`src/hw/rtl/cbq_pkg.sv`:
```
// ----------------------------------------------------------------------------
// cbq_pkg
// Shared types, widths and constants for the cascaded biquad low-pass filter.
// ----------------------------------------------------------------------------
package cbq_pkg;

  localparam int SECTIONS    = 2;
  localparam int SAMPLE_BITS = 16;
  localparam int COEF_W      = 32;
  localparam int FRAC_BITS   = 30;
  localparam int PROD_W      = COEF_W + SAMPLE_BITS;
  // five products plus the rounding bias need three guard bits
  localparam int ACC_W       = PROD_W + 3;
  localparam int SEC_W       = (SECTIONS > 1) ? $clog2(SECTIONS) : 1;
  localparam int CFG_IDX_W   = 8;

  typedef logic signed [SAMPLE_BITS-1:0] sample_t;
  typedef logic signed [COEF_W-1:0]      coef_t;
  typedef logic signed [PROD_W-1:0]      prod_t;
  typedef logic signed [ACC_W-1:0]       acc_t;
  typedef logic [SEC_W-1:0]              sec_idx_t;

  typedef enum logic [CFG_IDX_W-1:0] {
    REG_B0 = CFG_IDX_W'(0),
    REG_B1 = CFG_IDX_W'(1),
    REG_A1 = CFG_IDX_W'(2),
    REG_A2 = CFG_IDX_W'(3)
  } cbq_reg_t;

  typedef enum logic [2:0] {
    ST_IDLE,
    ST_MAC,
    ST_LAST,
    ST_ROUND,
    ST_DONE
  } cbq_state_t;

  typedef enum logic [2:0] {
    TAP_X0,
    TAP_X1,
    TAP_X2,
    TAP_Y1,
    TAP_Y2
  } cbq_tap_t;

  typedef struct packed {
    logic start;
    logic mul_en;
    logic acc_en;
    logic sub;
  } cbq_mac_ctl_t;

  localparam coef_t B0_RESET = 32'sd15181000;
  localparam coef_t B1_RESET = 32'sd30362000;
  localparam coef_t A1_RESET = -32'sd1757297000;
  localparam coef_t A2_RESET = 32'sd744274000;

  localparam acc_t ROUND_BIAS = acc_t'(1) <<< (FRAC_BITS - 1);

endpackage

```
`src/hw/rtl/cbq_if.sv`:
```
// ----------------------------------------------------------------------------
// cbq_if
// Valid/ready channels of the biquad filter: sample in, sample out, config.
// ----------------------------------------------------------------------------
interface cbq_in_if;
  import cbq_pkg::*;

  logic    valid;
  logic    ready;
  sample_t sample_in;

  modport source (output valid, output sample_in, input ready);
  modport sink   (input valid, input sample_in, output ready);
endinterface

interface cbq_out_if;
  import cbq_pkg::*;

  logic    valid;
  logic    ready;
  sample_t sample_out;

  modport source (output valid, output sample_out, input ready);
  modport sink   (input valid, input sample_out, output ready);
endinterface

interface cbq_cfg_if;
  import cbq_pkg::*;

  logic                 valid;
  logic                 ready;
  logic [CFG_IDX_W-1:0] index;
  logic [COEF_W-1:0]    data;

  modport source (output valid, output index, output data, input ready);
  modport sink   (input valid, input index, input data, output ready);
endinterface

```
`src/hw/rtl/cbq_mac.sv`:
```
// ----------------------------------------------------------------------------
// cbq_mac
// Shared multiply-accumulate unit: registered 32x16 product, then a
// full-width add or subtract into the accumulator.
// ----------------------------------------------------------------------------
module cbq_mac (
  input  logic                 clk,
  input  cbq_pkg::cbq_mac_ctl_t ctl,
  input  cbq_pkg::coef_t       coef,
  input  cbq_pkg::sample_t     samp,
  output cbq_pkg::acc_t        acc
);
  import cbq_pkg::*;

  prod_t prod_r;
  logic  sub_r;
  acc_t  acc_r;
  acc_t  acc_nxt;
  acc_t  prod_ext;

  assign prod_ext = acc_t'(prod_r);

  always_comb begin
    acc_nxt = acc_r;
    if (ctl.start) begin
      acc_nxt = ROUND_BIAS;
    end else if (ctl.acc_en) begin
      acc_nxt = sub_r ? (acc_r - prod_ext) : (acc_r + prod_ext);
    end
  end

  always_ff @(posedge clk) begin
    if (ctl.mul_en) begin
      prod_r <= coef * samp;
      sub_r  <= ctl.sub;
    end
    acc_r <= acc_nxt;
  end

  assign acc = acc_r;

endmodule

```
`src/hw/rtl/cascaded_biquad_lowpass.sv`:
```
// ----------------------------------------------------------------------------
// cascaded_biquad_lowpass
// Cascade of direct-form-I biquad sections sharing one multiply-accumulate.
// ----------------------------------------------------------------------------
// Usage:
//   in_sample  : valid/ready sink, one signed 16-bit sample per transaction.
//   out_sample : valid/ready source, one filtered sample per input sample.
//   cfg_wr     : valid/ready sink, always ready; index 0..3 selects b0, b1,
//                a1, a2 (signed Q2.30), other indexes are ignored. Write only
//                while the filter is idle.
//   Each section runs in steps: five products through the single 32x16
//   multiplier, a drain of the product register into the accumulator, then
//   rounding, saturation and the update of the delay line. A sample is
//   accepted only in the idle state, so a new sample is not taken until
//   the previous one has passed through every section and its result has
//   been loaded into the output register.
//   A finished result waits in the output register; a new sample may be
//   accepted while it waits, but its result is held back until the previous
//   one has been taken.
//   Synchronous reset clears all delay lines, loads the Butterworth 330 Hz /
//   8 kHz coefficients and drops any pending output.
// ----------------------------------------------------------------------------
module cascaded_biquad_lowpass (
  input  logic      clk,
  input  logic      rst_n,
  cbq_in_if.sink    in_sample,
  cbq_out_if.source out_sample,
  cbq_cfg_if.sink   cfg_wr
);
  import cbq_pkg::*;

  cbq_state_t   state_r, state_nxt;
  cbq_tap_t     tap_r, tap_nxt;
  sec_idx_t     sec_r, sec_nxt;
  cbq_mac_ctl_t mac_ctl;

  coef_t b0_r, b1_r, a1_r, a2_r;

  sample_t x1_r [SECTIONS];
  sample_t x2_r [SECTIONS];
  sample_t y1_r [SECTIONS];
  sample_t y2_r [SECTIONS];

  sample_t x_r;
  sample_t out_data_r;
  logic    out_valid_r;

  logic    sec_last;
  logic    upd_delay;
  logic    load_out;
  coef_t   mul_coef;
  sample_t mul_samp;
  acc_t    acc;
  sample_t sat_val;
  logic    fits;

  localparam int TOP_LSB = FRAC_BITS + SAMPLE_BITS - 1;

  assign sec_last = (sec_r == SEC_W'(SECTIONS - 1));

  // ---------------------------------------------------------------- next state
  always_comb begin
    state_nxt = state_r;
    case (state_r)
      ST_IDLE:  if (in_sample.valid) state_nxt = ST_MAC;
      ST_MAC:   if (tap_r == TAP_Y2) state_nxt = ST_LAST;
      ST_LAST:  state_nxt = ST_ROUND;
      ST_ROUND: state_nxt = sec_last ? ST_DONE : ST_MAC;
      ST_DONE:  if (!out_valid_r || out_sample.ready) state_nxt = ST_IDLE;
      default:  state_nxt = ST_IDLE;
    endcase
  end

  // ------------------------------------------------------------------ outputs
  always_comb begin
    in_sample.ready = 1'b0;
    mac_ctl         = '0;
    upd_delay       = 1'b0;
    load_out        = 1'b0;
    case (state_r)
      ST_IDLE: begin
        in_sample.ready = 1'b1;
      end
      ST_MAC: begin
        mac_ctl.start  = (tap_r == TAP_X0);
        mac_ctl.mul_en = 1'b1;
        mac_ctl.acc_en = (tap_r != TAP_X0);
        mac_ctl.sub    = (tap_r == TAP_Y1) || (tap_r == TAP_Y2);
      end
      ST_LAST: begin
        mac_ctl.acc_en = 1'b1;
      end
      ST_ROUND: begin
        upd_delay = 1'b1;
      end
      ST_DONE: begin
        load_out = !out_valid_r || out_sample.ready;
      end
      default: begin
        in_sample.ready = 1'b0;
      end
    endcase
  end

  // tap and section counters
  always_comb begin
    tap_nxt = TAP_X0;
    if (state_r == ST_MAC && tap_r != TAP_Y2) begin
      tap_nxt = cbq_tap_t'(tap_r + 3'd1);
    end
    sec_nxt = sec_r;
    if (state_r == ST_IDLE) begin
      sec_nxt = '0;
    end else if (upd_delay && !sec_last) begin
      sec_nxt = sec_r + SEC_W'(1);
    end
  end

  // operand selection for the shared multiplier
  always_comb begin
    case (tap_r)
      TAP_X0: begin mul_coef = b0_r; mul_samp = x_r;         end
      TAP_X1: begin mul_coef = b1_r; mul_samp = x1_r[sec_r]; end
      TAP_X2: begin mul_coef = b0_r; mul_samp = x2_r[sec_r]; end
      TAP_Y1: begin mul_coef = a1_r; mul_samp = y1_r[sec_r]; end
      TAP_Y2: begin mul_coef = a2_r; mul_samp = y2_r[sec_r]; end
      default: begin mul_coef = b0_r; mul_samp = x_r;        end
    endcase
  end

  cbq_mac u_mac (
    .clk  (clk),
    .ctl  (mac_ctl),
    .coef (mul_coef),
    .samp (mul_samp),
    .acc  (acc)
  );

  // round (bias already in the accumulator), shift down and clamp
  always_comb begin
    fits = (&acc[ACC_W-1:TOP_LSB]) || !(|acc[ACC_W-1:TOP_LSB]);
    if (fits) begin
      sat_val = acc[TOP_LSB:FRAC_BITS];
    end else if (acc[ACC_W-1]) begin
      sat_val = {1'b1, {(SAMPLE_BITS-1){1'b0}}};
    end else begin
      sat_val = {1'b0, {(SAMPLE_BITS-1){1'b1}}};
    end
  end

  assign cfg_wr.ready = 1'b1;

  // ------------------------------------------------------- control and state
  always_ff @(posedge clk) begin
    if (!rst_n) begin
      state_r     <= ST_IDLE;
      tap_r       <= TAP_X0;
      sec_r       <= '0;
      out_valid_r <= 1'b0;
      b0_r        <= B0_RESET;
      b1_r        <= B1_RESET;
      a1_r        <= A1_RESET;
      a2_r        <= A2_RESET;
      for (int s = 0; s < SECTIONS; s++) begin
        x1_r[s] <= '0;
        x2_r[s] <= '0;
        y1_r[s] <= '0;
        y2_r[s] <= '0;
      end
    end else begin
      state_r <= state_nxt;
      tap_r   <= tap_nxt;
      sec_r   <= sec_nxt;
      if (load_out) begin
        out_valid_r <= 1'b1;
      end else if (out_sample.ready) begin
        out_valid_r <= 1'b0;
      end
      if (cfg_wr.valid) begin
        case (cbq_reg_t'(cfg_wr.index))
          REG_B0:  b0_r <= coef_t'(cfg_wr.data);
          REG_B1:  b1_r <= coef_t'(cfg_wr.data);
          REG_A1:  a1_r <= coef_t'(cfg_wr.data);
          REG_A2:  a2_r <= coef_t'(cfg_wr.data);
          default: ;
        endcase
      end
      if (upd_delay) begin
        x2_r[sec_r] <= x1_r[sec_r];
        x1_r[sec_r] <= x_r;
        y2_r[sec_r] <= y1_r[sec_r];
        y1_r[sec_r] <= sat_val;
      end
    end
  end

  // --------------------------------------------------------------- payload
  always_ff @(posedge clk) begin
    if (in_sample.valid && in_sample.ready) begin
      x_r <= in_sample.sample_in;
    end else if (upd_delay) begin
      // section output becomes the next section's input
      x_r <= sat_val;
    end
    if (load_out) begin
      out_data_r <= x_r;
    end
  end

  assign out_sample.valid      = out_valid_r;
  assign out_sample.sample_out = out_data_r;

endmodule
```
`src/flat_wrapper.sv`:
```
// flat-port wrapper written by rule: the top's interface ports become plain ports
module cascaded_biquad_lowpass_flat import cbq_pkg::*;
  (clk, rst_n, in_sample_valid, in_sample_sample_in, in_sample_ready, out_sample_valid, out_sample_sample_out, out_sample_ready, cfg_wr_valid, cfg_wr_index, cfg_wr_data, cfg_wr_ready);
  cbq_in_if in_sample_i ();
  cbq_out_if out_sample_i ();
  cbq_cfg_if cfg_wr_i ();
  input  logic clk;
  input  logic rst_n;
  input wire logic [$bits(in_sample_i.valid)-1:0] in_sample_valid;
  input wire logic [$bits(in_sample_i.sample_in)-1:0] in_sample_sample_in;
  output wire logic [$bits(in_sample_i.ready)-1:0] in_sample_ready;
  output wire logic [$bits(out_sample_i.valid)-1:0] out_sample_valid;
  output wire logic [$bits(out_sample_i.sample_out)-1:0] out_sample_sample_out;
  input wire logic [$bits(out_sample_i.ready)-1:0] out_sample_ready;
  input wire logic [$bits(cfg_wr_i.valid)-1:0] cfg_wr_valid;
  input wire logic [$bits(cfg_wr_i.index)-1:0] cfg_wr_index;
  input wire logic [$bits(cfg_wr_i.data)-1:0] cfg_wr_data;
  output wire logic [$bits(cfg_wr_i.ready)-1:0] cfg_wr_ready;
  assign in_sample_i.valid = in_sample_valid;
  assign in_sample_i.sample_in = in_sample_sample_in;
  assign in_sample_ready = in_sample_i.ready;
  assign out_sample_valid = out_sample_i.valid;
  assign out_sample_sample_out = out_sample_i.sample_out;
  assign out_sample_i.ready = out_sample_ready;
  assign cfg_wr_i.valid = cfg_wr_valid;
  assign cfg_wr_i.index = cfg_wr_index;
  assign cfg_wr_i.data = cfg_wr_data;
  assign cfg_wr_ready = cfg_wr_i.ready;
  cascaded_biquad_lowpass u_core (.clk(clk), .rst_n(rst_n), .in_sample(in_sample_i), .out_sample(out_sample_i), .cfg_wr(cfg_wr_i));
endmodule
```
`config.mk`:
```
export PLATFORM = sky130hd
export DESIGN_NAME = cascaded_biquad_lowpass_flat
export DESIGN_NICKNAME = d
export VERILOG_FILES = /design/src/hw/rtl/cbq_pkg.sv /design/src/hw/rtl/cbq_if.sv /design/src/hw/rtl/cbq_mac.sv /design/src/hw/rtl/cascaded_biquad_lowpass.sv /design/src/flat_wrapper.sv
export SDC_FILE = /design/constraint.sdc
export NUM_CORES = 2
export LEC_CHECK = 0
export ABC_AREA = 0
export BUFFER_PORTS_ARGS = -buffer_cell sky130_fd_sc_hd__buf_2
export CORE_AREA = 2 2 247 347
export CTS_BUF_LIST = sky130_fd_sc_hd__clkbuf_8
export CTS_CLUSTER_DIAMETER = 200
export DETAILED_ROUTE_END_ITERATION = 8
export DIE_AREA = 0 0 249 349
export SLEW_MARGIN = 15
export SYNTH_ARGS = -nofsm -noshare
export SYNTH_HDL_FRONTEND = slang
export SYNTH_SLANG_ARGS = --single-unit
```
`constraint.sdc`:
```
create_clock -name clk -period 22.5 [get_ports clk]
set_clock_uncertainty 0.2 [all_clocks]
set_input_delay 2.25 -clock clk [delete_from_list [all_inputs] [get_ports clk]]
set_output_delay 2.25 -clock clk [all_outputs]
set_load 0.03 [all_outputs]
```
==> run metrics <==
flops & latches, synth=397; Syn Nets=4768; critical path fanouts, max=93; crit-path most repeated cell=fa_1; H-Tree Depth=3; multi-input logic area=23800 sq um; Yosys top cell by area=fa_1; Post-synth EDFFs=209; Synth Area in Adders=32.48%; Final #Nets=4777; WP buf/inv=7; Detail Route Antenna Nets=0; largest family of logic cells by synthesized area=adder cells; Rows=126; pin count of the biggest net entering global routing=94; clock buffer depth=3; crit-path leading delay family=adder cells; Ys Warns=0; total negative setup slack=0 ps; wirelength, routed=108.6 mm; core area=83710 sq um; global placer's final weighted congestion=0.9176; # Post-CTS Setup Buffers=0; CTS tree=built; CTS resizes=0; mux contribution to synthesized area=1.135%; die area=86900 sq um; RSZ-0062 raised after global routing=no; max frequency=94.86 MHz; Clock Latency Late Sink=680 ps; Primary FF master, synth=edfxtp_1; top-area cell type share of the netlist area=26.64%; Post-Synthesis Cells=4049; Post-Synthesis Mean Instance Area=9.039 sq um; CP max stage cell=buf_4; DR pass1 iterations=8; DRC violation count after routing=0; number of global-route vias before repair=29.86k; Tmin final=10540 ps; Die Span Y=349 um; register area=10040 sq um; CTS Sinks=397; status=finished, final reports clean; Clock Pin Slew Worst Setup and Hold Paths=60 ps; Root Driver=clkbuf_8; Final Max Slew Viols=0; Tot GR Track Use=25.51%; initial antenna violation count=1; Max Cap Violations=0; Top Ports=80; synth top area cells=fa_1 27%, edfxtp_1 17%, dfxtp_1 10%; Starting Density=43.72%; Critical Path AT=10690 ps; die width=249 um; Crit path required time=22650 ps; DR iter-0 viols=2139; hold crit path type=reg -> reg; post-synthesis cell type count=81; Setup CP Type=reg -> reg; Synth Area in Simple Gates=15.77%; Final Hold Vio Count=0; most frequent cells in the layout=596 x nand2_1, 596 x inv_1, 487 x fa_1, 421 x nor2_1, 299 x a21oi_1; clock buffer count from CTS=66; Layout Area Growth over Synthesis=7.740%; crit-path max cell delay=690 ps; sequential area share after synthesis=27.43%; Critical Path Source Type=register; first-pass GRT wire length=170.6 mm; worst slew pin tran=1096 ps; final setup vio count=0; ys async rst share=0%; Fillers=8044; share of layout cells above drive strength 1=7.106%; Cell Area, Synth=36600 sq um; vias per cell=5.520; cts hold-fix bufs=0; Setup crit end kind=register; Final HPWL DP=82.33 mm; # port buffers=78; GRT overflow=0; Vias=28.69k; fin crit share=46.85%; fraction of the mapped netlist area in compound gates=11.93%; XOR/XNOR Fraction of Synth Area=3.326%; post-DR wirelength/cell=20.89 um; Worst slew margin=26.94%
## cell usage after synthesis (all sizes together) (39+ instances only)
| cell | count |
|---|---|
| fa | 487 |
| nand2 | 599 |
| ha | 171 |
| o21ai | 132 |
| a21oi | 301 |
| dfxtp | 188 |
| and2 | 58 |
| edfxtp | 209 |
| xor2 | 39 |
| nor2 | 428 |
| xnor2 | 100 |
| a21o | 53 |
| nand3 | 73 |
| clkbuf | 176 |
| nor3 | 44 |
| inv | 568 |
## worst register-to-register path, delay by kind of cell (launching register included)
kind	cells	cell delay, ps
AO/OA/AOI/OAI	8	1880
adder cells (fa/ha/maj)	8	3530
flip-flops	1	340
buffers and inverters	7	1930
AND/OR/NAND/NOR	10	2370
## layout make-up
class	count	share of cell area, %
inverter	568	5.407
multi-input combinational	2888	60.35
timing repair buffer	137	2.113
clock inverter	45	0.6188
sequential	397	25.47
clock buffer	74	2.583
tap	1088	3.452
antenna	1	0.006346
## cell families (layout without fill, tap and decap cells)
logic type	count (synthesis)	in the layout
flops	397	397
mux	41	41
simple gates	1348	1348
xor+xnor	139	139
compound gates	701	701
buf+inv	764	824
fa+ha+maj	658	658
other cells	1	2
## through the flow
step | cells | utilization (%) | area [sq um] | hold WS (ps) | setup WS (ps)
final | 5198 | 47.10 | 39430 | 254.7 | 11960
after global routing | 5198 | 47.10 | 39430 | 269.2 | 11520
after CTS | 5197 | 47.10 | 39430 | 253.9 | 12030
after detailed placement | 5078 | 45.59 | 38170 | 245.6 | 12110
after global placement | 5078 | 45.59 | 38170 | 241.3 | 12300
after floorplan | 4049 | - | 36600 | 233.1 | 13370
## registers in the layout, indices dropped and copies added, names as in the netlist, named ones only
| name | flops |
|---|---|
| u_core.tap_r | 3 |
| u_core.u_mac.prod_r | 48 |
| u_core.out_sample.sample_out | 16 |
| u_core.b1_r | 32 |
| u_core.u_mac.acc | 51 |
| u_core.a1_r | 32 |
| u_core.b0_r | 32 |
| u_core.x_r | 16 |
| u_core.u_mac.sub_r | 1 |
| u_core.x1_r | 32 |
| u_core.x2_r | 32 |
| u_core.out_sample.valid | 1 |
| u_core.a2_r | 32 |
| u_core.y2_r | 32 |
| u_core.sec_last | 1 |
| u_core.state_r | 3 |
| u_core.y1_r | 32 |
## worst paths after layout
| path | from | endpoint | slack (ps) | cells past startpoint |
|---|---|---|---|---|
| max | u_core.tap_r[0] | u_core.u_mac.prod_r[46] | 11960 | 33 |
| min | u_core.b1_r[20] | u_core.b1_r[20] | 250 | 2 |
| max reg2reg | u_core.tap_r[0] | u_core.u_mac.prod_r[46] | 11960 | 33 |
| min reg2reg | u_core.b1_r[20] | u_core.b1_r[20] | 250 | 2 |
## layer usage
metal	up-vias	share of wire [%]	GRT usage (%)
li1	13144	-	-
met1	14436	38	29.03
met2	844	52	47.00
met3	269	4.3	2.815
met4	0	5.5	13.32
met5	-	0	0
Power is not shown: default switching activity piles up to over one toggle a cycle in this logic, so the estimate is an artifact.
